## src/hw/rtl/escd_pkg.sv

```systemverilog
// Shared constants, types and the fixed sequence table of the escape-sequence key decoder.
`timescale 1ns / 1ps

package escd_pkg;

  localparam int MAX_SEQ_BYTES = 7;
  localparam int CNT_W         = $clog2(MAX_SEQ_BYTES + 1);
  localparam int IDX_W         = $clog2(MAX_SEQ_BYTES);

  localparam int NUM_FIXED   = 4;
  localparam int NUM_ALT     = 4;
  localparam int NUM_ENTRIES = NUM_FIXED + NUM_ALT;
  localparam int FIXED_LEN   = 3;

  localparam logic [7:0]  ESC_BYTE      = 8'd27;
  localparam logic [15:0] TIMEOUT_RESET = 16'd900;

  // Fixed arrow sequences: up, down, left, right.
  localparam logic [7:0] FIXED_SEQ [NUM_FIXED][FIXED_LEN] = '{
    '{8'd27, 8'd91, 8'd65},
    '{8'd27, 8'd91, 8'd66},
    '{8'd27, 8'd91, 8'd68},
    '{8'd27, 8'd91, 8'd67}
  };

  localparam int QUEUE_DEPTH = 2;
  localparam int QPTR_W      = (QUEUE_DEPTH > 1) ? $clog2(QUEUE_DEPTH) : 1;
  localparam int QFILL_W     = $clog2(QUEUE_DEPTH + 1);

  localparam int CFG_IDX_W  = 3;
  localparam int CFG_DATA_W = 64;

  localparam logic [CFG_IDX_W-1:0] CFG_SEQ_UP_ALT    = 3'd0;
  localparam logic [CFG_IDX_W-1:0] CFG_SEQ_DOWN_ALT  = 3'd1;
  localparam logic [CFG_IDX_W-1:0] CFG_SEQ_LEFT_ALT  = 3'd2;
  localparam logic [CFG_IDX_W-1:0] CFG_SEQ_RIGHT_ALT = 3'd3;
  localparam logic [CFG_IDX_W-1:0] CFG_TIMEOUT       = 3'd4;

  localparam logic FUNC_BYTE = 1'b0;
  localparam logic FUNC_TICK = 1'b1;

  typedef struct packed {
    logic                  we;
    logic [CFG_IDX_W-1:0]  index;
    logic [CFG_DATA_W-1:0] data;
  } escd_cfg_wr_t;

  // One queued job: count bytes to emit, oldest in bytes[0].
  typedef struct packed {
    logic                          is_key;
    logic [CNT_W-1:0]              count;
    logic [MAX_SEQ_BYTES-1:0][7:0] bytes;
  } escd_cmd_t;

  typedef struct packed {
    logic full;
    logic empty;
  } escd_q_stat_t;

endpackage

```

## src/hw/rtl/escd_in_if.sv

```systemverilog
// Input channel: received bytes and time ticks.
`timescale 1ns / 1ps

interface escd_in_if;
  logic       valid;
  logic       ready;
  logic       func;
  logic [7:0] rx_byte;

  modport source (output valid, output func, output rx_byte, input ready);
  modport sink (input valid, input func, input rx_byte, output ready);
endinterface

```

## src/hw/rtl/escd_out_if.sv

```systemverilog
// Output channel: decoded keys and raw bytes.
`timescale 1ns / 1ps

interface escd_out_if;
  logic       valid;
  logic       ready;
  logic       is_key;
  logic [7:0] key_value;
  logic       last;

  modport source (output valid, output is_key, output key_value, output last, input ready);
  modport sink (input valid, input is_key, input key_value, input last, output ready);
endinterface

```

## src/hw/rtl/escd_front.sv

```systemverilog
// Front end: buffers escape bytes, matches sequences, queues output jobs.
`timescale 1ns / 1ps

module escd_front (
  input  logic                   clk,
  input  logic                   rst,
  escd_in_if.sink                in_ch,
  input  escd_pkg::escd_cfg_wr_t cfg,
  input  escd_pkg::escd_q_stat_t q_stat,
  output logic                   push,
  output escd_pkg::escd_cmd_t    push_cmd
);
  import escd_pkg::*;

  logic [CFG_DATA_W-1:0]         alt_seq [NUM_ALT];
  logic [15:0]                   timeout_ticks;
  logic [MAX_SEQ_BYTES-1:0][7:0] pend, pend_app, pend_next;
  logic [CNT_W-1:0]              count, cnt_app, count_next;
  logic [15:0]                   ticks, ticks_next;
  logic                          fire, room, hit, partial;
  logic [1:0]                    code;
  logic [7:0]                    ent_len  [NUM_ENTRIES];
  logic [7:0]                    ent_byte [NUM_ENTRIES][MAX_SEQ_BYTES];
  logic [NUM_ENTRIES-1:0]        ent_ok, ent_eq, ent_full, ent_part;

  assign in_ch.ready = !q_stat.full;
  assign fire        = in_ch.valid && in_ch.ready;
  assign room        = count < CNT_W'(MAX_SEQ_BYTES);

  // Buffer with the incoming byte appended.
  always_comb begin
    pend_app = pend;
    cnt_app  = count + 1'b1;
    if (room) begin
      pend_app[count[IDX_W-1:0]] = in_ch.rx_byte;
    end
  end

  // Table of the eight entries.
  always_comb begin
    for (int e = 0; e < NUM_FIXED; e++) begin
      ent_len[e] = 8'(FIXED_LEN);
      ent_ok[e]  = 1'b1;
      for (int k = 0; k < MAX_SEQ_BYTES; k++) begin
        ent_byte[e][k] = 8'h00;
        if (k < FIXED_LEN) begin
          ent_byte[e][k] = FIXED_SEQ[e][k];
        end
      end
    end
    for (int a = 0; a < NUM_ALT; a++) begin
      ent_len[NUM_FIXED+a] = alt_seq[a][7:0];
      ent_ok[NUM_FIXED+a]  = (alt_seq[a][7:0] != 8'd0) &&
                             (alt_seq[a][7:0] <= 8'(MAX_SEQ_BYTES));
      for (int k = 0; k < MAX_SEQ_BYTES; k++) begin
        ent_byte[NUM_FIXED+a][k] = alt_seq[a][8*k+8 +: 8];
      end
    end
  end

  // Compare every entry against the appended buffer in parallel.
  always_comb begin
    for (int e = 0; e < NUM_ENTRIES; e++) begin
      ent_eq[e] = 1'b1;
      for (int k = 0; k < MAX_SEQ_BYTES; k++) begin
        if ((CNT_W'(k) < cnt_app) && (pend_app[k] != ent_byte[e][k])) begin
          ent_eq[e] = 1'b0;
        end
      end
      ent_full[e] = ent_ok[e] && ent_eq[e] && (8'(cnt_app) == ent_len[e]);
      ent_part[e] = ent_ok[e] && ent_eq[e] && (8'(cnt_app) < ent_len[e]);
    end
    hit  = 1'b0;
    code = 2'd0;
    for (int e = 0; e < NUM_ENTRIES; e++) begin
      if (ent_full[e] && !hit) begin
        hit  = 1'b1;
        code = 2'(e);
      end
    end
    partial = |ent_part;
  end

  always_comb begin
    push           = 1'b0;
    push_cmd.is_key = 1'b0;
    push_cmd.count = count;
    push_cmd.bytes = pend;
    count_next     = count;
    ticks_next     = ticks;
    pend_next      = pend;
    if (fire) begin
      if (in_ch.func == FUNC_TICK) begin
        if (count != '0) begin
          if (ticks <= 16'd1) begin
            // Timed out: replay what is buffered.
            push       = 1'b1;
            count_next = '0;
            ticks_next = '0;
          end else begin
            ticks_next = ticks - 16'd1;
          end
        end
      end else if ((count == '0) && (in_ch.rx_byte != ESC_BYTE)) begin
        push              = 1'b1;
        push_cmd.count    = CNT_W'(1);
        push_cmd.bytes    = '0;
        push_cmd.bytes[0] = in_ch.rx_byte;
      end else if (!room) begin
        // Buffer full: replay it and drop the new byte.
        push       = 1'b1;
        count_next = '0;
        ticks_next = '0;
      end else begin
        pend_next = pend_app;
        if (hit) begin
          push              = 1'b1;
          push_cmd.is_key   = 1'b1;
          push_cmd.count    = CNT_W'(1);
          push_cmd.bytes    = '0;
          push_cmd.bytes[0] = 8'(code);
          count_next        = '0;
          ticks_next        = '0;
        end else if (partial) begin
          count_next = cnt_app;
          if (cnt_app == CNT_W'(1)) begin
            ticks_next = timeout_ticks;
          end
        end else begin
          push           = 1'b1;
          push_cmd.count = cnt_app;
          push_cmd.bytes = pend_app;
          count_next     = '0;
          ticks_next     = '0;
        end
      end
    end
  end

  always_ff @(posedge clk) begin
    if (rst) begin
      count         <= '0;
      ticks         <= '0;
      timeout_ticks <= TIMEOUT_RESET;
      for (int a = 0; a < NUM_ALT; a++) begin
        alt_seq[a] <= '0;
      end
    end else begin
      count <= count_next;
      ticks <= ticks_next;
      if (cfg.we) begin
        case (cfg.index)
          CFG_SEQ_UP_ALT:    alt_seq[0]    <= cfg.data;
          CFG_SEQ_DOWN_ALT:  alt_seq[1]    <= cfg.data;
          CFG_SEQ_LEFT_ALT:  alt_seq[2]    <= cfg.data;
          CFG_SEQ_RIGHT_ALT: alt_seq[3]    <= cfg.data;
          CFG_TIMEOUT:       timeout_ticks <= cfg.data[15:0];
          default: begin
          end
        endcase
      end
    end
  end

  always_ff @(posedge clk) begin
    pend <= pend_next;
  end

endmodule

```

## src/hw/rtl/escd_queue.sv

```systemverilog
// Short job queue between the front and back ends.
`timescale 1ns / 1ps

module escd_queue (
  input  logic                   clk,
  input  logic                   rst,
  input  logic                   push,
  input  escd_pkg::escd_cmd_t    push_cmd,
  input  logic                   pop,
  output escd_pkg::escd_cmd_t    pop_cmd,
  output escd_pkg::escd_q_stat_t stat
);
  import escd_pkg::*;

  escd_cmd_t           mem [QUEUE_DEPTH];
  logic [QPTR_W-1:0]   wr_ptr, rd_ptr;
  logic [QFILL_W-1:0]  fill;

  assign pop_cmd    = mem[rd_ptr];
  assign stat.full  = fill == QFILL_W'(QUEUE_DEPTH);
  assign stat.empty = fill == '0;

  always_ff @(posedge clk) begin
    if (rst) begin
      wr_ptr <= '0;
      rd_ptr <= '0;
      fill   <= '0;
    end else begin
      if (push) begin
        wr_ptr <= (wr_ptr == QPTR_W'(QUEUE_DEPTH - 1)) ? '0 : wr_ptr + 1'b1;
      end
      if (pop) begin
        rd_ptr <= (rd_ptr == QPTR_W'(QUEUE_DEPTH - 1)) ? '0 : rd_ptr + 1'b1;
      end
      if (push && !pop) begin
        fill <= fill + 1'b1;
      end else if (pop && !push) begin
        fill <= fill - 1'b1;
      end
    end
  end

  always_ff @(posedge clk) begin
    if (push) begin
      mem[wr_ptr] <= push_cmd;
    end
  end

endmodule

```

## src/hw/rtl/escd_back.sv

```systemverilog
// Back end: plays queued jobs out one result item per cycle while the output is ready.
`timescale 1ns / 1ps

module escd_back (
  input  logic                   clk,
  input  logic                   rst,
  input  escd_pkg::escd_q_stat_t q_stat,
  input  escd_pkg::escd_cmd_t    pop_cmd,
  output logic                   pop,
  escd_out_if.source             out_ch
);
  import escd_pkg::*;

  escd_cmd_t         cur;
  logic              busy;
  logic [IDX_W-1:0]  idx;
  logic              fin;

  assign out_ch.valid     = busy;
  assign out_ch.is_key    = cur.is_key;
  assign out_ch.key_value = cur.bytes[idx];
  assign out_ch.last      = (CNT_W'(idx) + 1'b1) == cur.count;

  assign fin = busy && out_ch.ready && out_ch.last;
  assign pop = !q_stat.empty && (!busy || fin);

  always_ff @(posedge clk) begin
    if (rst) begin
      busy <= 1'b0;
      idx  <= '0;
    end else if (pop) begin
      busy <= 1'b1;
      idx  <= '0;
    end else if (fin) begin
      busy <= 1'b0;
    end else if (busy && out_ch.ready) begin
      idx <= idx + 1'b1;
    end
  end

  always_ff @(posedge clk) begin
    if (pop) begin
      cur <= pop_cmd;
    end
  end

endmodule

```

## src/hw/rtl/escape_sequence_key_decoder.sv

```systemverilog
// Each job is written to the queue at the accept edge and loaded into the back end once the
// back end is free; its first result item is then presented.
// Throughput: an input item is taken every cycle while the two-entry job queue has room;
// the back end emits one result per ready cycle, so a replay of n bytes yields n items.
// Sequence matching of all eight entries is done in the single accept cycle.
// Reset (synchronous): empties buffer, timer and queue; alternates read 0, timeout 900.
`timescale 1ns / 1ps

module escape_sequence_key_decoder (
  input  logic                            clk,
  input  logic                            rst,
  escd_in_if.sink                         in_ch,
  escd_out_if.source                      out_ch,
  input  logic                            cfg_we,
  input  logic [escd_pkg::CFG_IDX_W-1:0]  cfg_index,
  input  logic [escd_pkg::CFG_DATA_W-1:0] cfg_data
);
  import escd_pkg::*;

  escd_cfg_wr_t cfg;
  escd_q_stat_t q_stat;
  escd_cmd_t    push_cmd, pop_cmd;
  logic         push, pop;

  assign cfg.we    = cfg_we;
  assign cfg.index = cfg_index;
  assign cfg.data  = cfg_data;

  escd_front u_front (
    .clk      (clk),
    .rst      (rst),
    .in_ch    (in_ch),
    .cfg      (cfg),
    .q_stat   (q_stat),
    .push     (push),
    .push_cmd (push_cmd)
  );

  escd_queue u_queue (
    .clk      (clk),
    .rst      (rst),
    .push     (push),
    .push_cmd (push_cmd),
    .pop      (pop),
    .pop_cmd  (pop_cmd),
    .stat     (q_stat)
  );

  escd_back u_back (
    .clk     (clk),
    .rst     (rst),
    .q_stat  (q_stat),
    .pop_cmd (pop_cmd),
    .pop     (pop),
    .out_ch  (out_ch)
  );

  // A decoded key is always a single item with a valid code.
  a_key_single: assert property (@(posedge clk) disable iff (rst)
    (out_ch.valid && out_ch.is_key) |-> (out_ch.last && (out_ch.key_value < 8'd4)))
    else $error("key item not single or code out of range");

  // Finishing a job with nothing queued leaves the output idle.
  a_drain: assert property (@(posedge clk) disable iff (rst)
    (out_ch.valid && out_ch.ready && out_ch.last && q_stat.empty) |=> !out_ch.valid)
    else $error("output valid without a queued job");

  // Output only starts from a job that sat in the queue.
  a_origin: assert property (@(posedge clk) disable iff (rst)
    $rose(out_ch.valid) |-> $past(!q_stat.empty))
    else $error("output started with empty queue");

endmodule

```

## src/flat_wrapper.sv

```systemverilog
// flat-port wrapper written by rule: the top's interface ports become plain ports
module escape_sequence_key_decoder_flat import escd_pkg::*;
  (clk, rst, cfg_we, cfg_index, cfg_data, in_ch_valid, in_ch_func, in_ch_rx_byte, in_ch_ready, out_ch_valid, out_ch_is_key, out_ch_key_value, out_ch_last, out_ch_ready);
  escd_in_if in_ch_i ();
  escd_out_if out_ch_i ();
  input  logic clk;
  input  logic rst;
  input  logic cfg_we;
  input  logic [escd_pkg::CFG_IDX_W-1:0] cfg_index;
  input  logic [escd_pkg::CFG_DATA_W-1:0] cfg_data;
  input wire logic [$bits(in_ch_i.valid)-1:0] in_ch_valid;
  input wire logic [$bits(in_ch_i.func)-1:0] in_ch_func;
  input wire logic [$bits(in_ch_i.rx_byte)-1:0] in_ch_rx_byte;
  output wire logic [$bits(in_ch_i.ready)-1:0] in_ch_ready;
  output wire logic [$bits(out_ch_i.valid)-1:0] out_ch_valid;
  output wire logic [$bits(out_ch_i.is_key)-1:0] out_ch_is_key;
  output wire logic [$bits(out_ch_i.key_value)-1:0] out_ch_key_value;
  output wire logic [$bits(out_ch_i.last)-1:0] out_ch_last;
  input wire logic [$bits(out_ch_i.ready)-1:0] out_ch_ready;
  assign in_ch_i.valid = in_ch_valid;
  assign in_ch_i.func = in_ch_func;
  assign in_ch_i.rx_byte = in_ch_rx_byte;
  assign in_ch_ready = in_ch_i.ready;
  assign out_ch_valid = out_ch_i.valid;
  assign out_ch_is_key = out_ch_i.is_key;
  assign out_ch_key_value = out_ch_i.key_value;
  assign out_ch_last = out_ch_i.last;
  assign out_ch_i.ready = out_ch_ready;
  escape_sequence_key_decoder u_core (.clk(clk), .rst(rst), .in_ch(in_ch_i), .out_ch(out_ch_i), .cfg_we(cfg_we), .cfg_index(cfg_index), .cfg_data(cfg_data));
endmodule
```

## config.mk

```make
export PLATFORM = sky130hd
export DESIGN_NAME = escape_sequence_key_decoder_flat
export DESIGN_NICKNAME = d
export VERILOG_FILES = /design/src/hw/rtl/escd_pkg.sv /design/src/hw/rtl/escd_in_if.sv /design/src/hw/rtl/escd_out_if.sv /design/src/hw/rtl/escd_front.sv /design/src/hw/rtl/escd_queue.sv /design/src/hw/rtl/escd_back.sv /design/src/hw/rtl/escape_sequence_key_decoder.sv /design/src/flat_wrapper.sv
export SDC_FILE = /design/constraint.sdc
export NUM_CORES = 1
export LEC_CHECK = 0
export BUFFER_PORTS_ARGS = -buffer_cell sky130_fd_sc_hd__clkbuf_2
export CORE_UTILIZATION = 40
export DETAILED_ROUTE_END_ITERATION = 8
export GPL_ROUTABILITY_DRIVEN = 0
export PLACE_DENSITY = 0.53
export SLEW_MARGIN = 20
export SYNTH_ARGS = -nofsm -noshare
export SYNTH_HDL_FRONTEND = slang
export SYNTH_SLANG_ARGS = --single-unit
```

## constraint.sdc

```tcl
create_clock -name clk -period 9.55 [get_ports clk]
set_input_delay 0 -clock clk [delete_from_list [all_inputs] [get_ports clk]]
set_output_delay 0 -clock clk [all_outputs]
set_load 0.01 [all_outputs]
```

==> impl_metrics.py <==
metrics = {
    "run_status": {
        "status": "complete, no violations",
    },
    "die": {
        "io_pins": 93,
        "start_util": 0.4059,
        "num_rows": 96,
        "die_h_um": 266.5,
        "dieArea_um2": 71030,
        "fp.dieW_um": 266.5,
        "core_um2": 68950,
    },
    "yosys": {
        "synth_nets": 2536,
        "synth.largest_area_cell": "edfxtp_1",
        "synth_top_flop_cell": "edfxtp_1",
        "ys_seq_area_frac": 0.5587,
        "synth_edf_count": 492,
        "synth_area_leaders": "edfxtp_1, and2_1, dfxtp_1, xor2_1, xnor2_1",
        "yosysWarnings": 0,
        "syn_inst": 2436,
        "synth.distinct_cells": 89,
        "yosysTopAreaCellShare": 0.5279,
        "syn_area_um2": 27990,
        "avgSynthCellArea_um2": 11.49,
        "ys_seq_elements": 535,
        "async_flop_share": 0,
    },
    "sta": {
        "relSlewSlack": 0.2972,
        "fmax_mhz": 156.3,
        "maxSlewViolCount": 0,
        "fin_skew_ns": 0.02983,
        "fin_setup_tns_ns": 0,
        "setup_ws_ns": 3.152,
        "min_period_over_period": 0.6699,
        "finalSetupViolations": 0,
        "fin_crit_ns": 6.398,
        "rsz0062_at_grt": "no",
        "worstMarginPinSlew_ns": 1.054,
        "hold_violations": 0,
    },
    "final_layout": {
        "seqCellArea_um2": 15640,
        "synthToLayoutAreaGrowth_pct": 14.38,
        "multi_input_area_um2": 11170,
        "num_antenna_cells": 0,
        "drive_gt1_frac": 0.1313,
        "fill_cells": 6348,
        "nNetsFinal": 2649,
    },
    "hold_path": {
        "whs_path_depth": 5,
        "hold_class": "in -> reg",
        "hold-path-endpoint": "u_core.u_front.ticks[4]",
        "worstHoldStart": "in_ch_func",
    },
    "critical_path": {
        "end_kind": "flip-flop",
        "crit_arrival_ns": 6.64,
        "timing.rr.end": "u_core.u_queue.mem[0][46]",
        "cp_max_fo": 60,
        "cp-start-kind": "flip-flop",
        "crit_type": "reg -> reg",
        "r2r_slack_ns": 3.15,
        "timing.rr.start": "u_core.u_front.count[1]",
        "worst_r2r_path_depth": 12,
        "cp_data_required_time_ns": 9.80,
    },
    "clocking": {
        "clock_sinks": 535,
        "cts.repair.resized": 0,
        "htreeDepth": 2,
        "cts_tree": "built",
        "clock_path_buffers": 3,
        "cts_made_buffers": 58,
        "ctsRootBufferMaster": "clkbuf_16",
        "path_clk_slew_ns": 0.06,
        "clkLatencyLatePin_ns": 0.64,
    },
    "power_and_ir_drop": {
        "p_sw_mw": 1.626,
        "power_frac_seq": 0.483,
        "ir_worst_vdd_v": 0.0001937,
        "swShare": 0.2645,
        "pwr_density_cell_nw_per_um2": 192.0,
        "comb_power_share": 0.146,
        "internal-power_mw": 4.519,
        "p_leak_nw": 11.76,
        "clock_power_share": 0.371,
    },
    "placed_design": {
        "place_ws_ns": 3.196,
        "io_buffers": 92,
        "hpwl_um": 58700,
    },
    "routing": {
        "post-route-drc-count": 0,
        "wirelength_um": 88730,
        "wl_per_cell_um": 25.14,
        "viasPerCell": 5.823,
        "ant_nets": 0,
        "via_count": 20550,
        "drtIter0Drc": 2325,
        "dr.pass1.iters": 9,
    },
    "grt": {
        "grt_pass1_vias": 19840,
        "grt_overflow": 0,
        "grt_max_degree": 65,
        "grt_pass1_wl_um": 130400,
        "gr-usage-all-layers": 0.2478,
        "antenna_found_initial": 2,
    },
    "flow_run": {
        "maxCapViolCount": 0,
    },
}
-- worst max-delay path by stage --
stage | depth (start not counted) | slack (ns) | end | start
CTS | 12 | 3.14 | u_core.u_queue.mem[0][46] | u_core.u_front.count[1]
global route | 12 | 2.78 | u_core.u_queue.mem[0][46] | u_core.u_front.count[1]
floorplan | 13 | 3.12 | u_core.u_queue.mem[0][0] | u_core.u_front.count[0]
global placement | 12 | 3.28 | u_core.u_queue.mem[0][44] | u_core.u_front.count[1]
finish | 12 | 3.15 | u_core.u_queue.mem[0][46] | u_core.u_front.count[1]
detailed placement | 12 | 3.20 | u_core.u_queue.mem[0][35] | u_core.u_front.count[1]
-- synth_stat cells (47+ instances only) --
library cell,instances
nor2_1,129
nor4_1,47
inv_1,166
clkbuf_1,98
xor2_1,94
edfxtp_1,492
nor3_1,49
mux2_2,65
o21ai_0,76
nand2_1,106
xnor2_1,89
and2_1,266
a21oi_1,83
-- cell families after synthesis --
| group | count (synthesis) | synth area share |
|---|---|---|
| compound gates | 489 | 0.1259 |
| simple gates | 773 | 0.1538 |
| mux | 119 | 0.05079 |
| xor+xnor | 183 | 0.05727 |
| buf+inv | 318 | 0.04511 |
| flops | 535 | 0.5587 |
| fa+ha+maj | 19 | 0.008494 |
-- flip-flops by register name, indices dropped and copies added, names as in the netlist --
name / cells
u_core.u_queue.rd_ptr: 1
u_core.u_front.alt_seq: 256
u_core.u_back.cur: 59
u_core.u_back.out_ch.is_key: 1
u_core.u_queue.wr_ptr: 1
u_core.u_back.idx: 3
u_core.u_queue.mem: 120
u_core.u_front.timeout_ticks: 16
u_core.u_front.ticks: 16
u_core.u_back.out_ch.valid: 1
u_core.u_queue.fill: 2
u_core.u_front.pend: 56
u_core.u_front.count: 3
-- repair_timing --
action	in CTS	in global routing
hold buffers	79	0
endpoints found under the setup margin	0	0
endpoints found under the hold margin	283	0
buffers inserted	0	0
-- per-layer routing --
metal  track usage  vias up  share of wire
met4       0.08962        2          0.036
met3       0.04631      219          0.083
met2        0.3820     1060           0.44
met1        0.3471    10010           0.44
li1              -     9255              -
met5             0        -        0.00015
-- final cells by class --
type	instances	share of cell area
flip-flops and latches	535	0.4884
multi-input cells	1583	0.3490
clock buffers	74	0.04784
repair buffers	204	0.04682
well taps	931	0.03639
inverters	167	0.01958
clock inverters	35	0.01188
-- cell usage in the layout (no fill, tap or decap), types with 11 or more instances in the layout --
cell type / instances
o221ai_1: 16
nand3_1: 32
clkbuf_16: 58
or3_1: 12
mux2i_1: 40
nand4_1: 19
a31oi_1: 32
buf_4: 33
nand2_1: 106
a2111oi_0: 11
a21oi_1: 82
clkbuf_2: 92
nor3_1: 43
o21ai_0: 76
a221oi_1: 33
a22o_1: 45
ha_1: 19
a222oi_1: 26
xor2_1: 94
o31ai_1: 17
clkinv_2: 12
or4_1: 12
clkbuf_1: 14
dfxtp_1: 42
edfxtp_1: 492
mux2_2: 65
dlygate4sd3_1: 79
nor4_1: 47
nand2b_1: 22
xnor2_1: 89
o22ai_1: 34
inv_1: 165
a22oi_1: 20
nor2_1: 129
nor2b_1: 27
and2_1: 265
a211oi_1: 14
-- power groups by stage --
stage | Combinational [mW] | Sequential [mW] | Clock, mW
2_1_floorplan | 0.599 | 2.97 | 0
3_3_place_gp | 0.866 | 3.01 | 0
3_5_place_dp | 0.875 | 3.02 | 0
4_1_cts | 0.907 | 2.97 | 2.32
5_1_grt | 0.979 | 2.99 | 2.41
6_report | 0.898 | 2.97 | 2.28
-- worst max-delay path, cell delays in order, from the launching register on --
cell,delay (ns)
dfxtp_1,0.61
ha_1,0.42
xnor2_1,0.75
inv_1,0.64
nor2_1,0.61
a31oi_1,0.20
a2111oi_0,0.74
nand4_1,0.30
nand4_2,0.28
or3_4,0.25
o311a_1,0.31
nor2b_4,0.18
buf_4,0.63
-- metrics by stage --
step	hold slack (ns)	instance area, um2	util	total power, mW	std cells
after global routing	0.04919	32010	0.4643	6.376	3529
after CTS	0.007604	32010	0.4642	6.200	3529
final	0.05639	32010	0.4643	6.145	3529
after floorplan	0.1242	27990	-	3.573	2436
after global placement	0.3097	29300	0.4250	3.880	3341
after detailed placement	0.3159	29300	0.4250	3.894	3341
No activity file was read; power rests on OpenSTA's default activity.
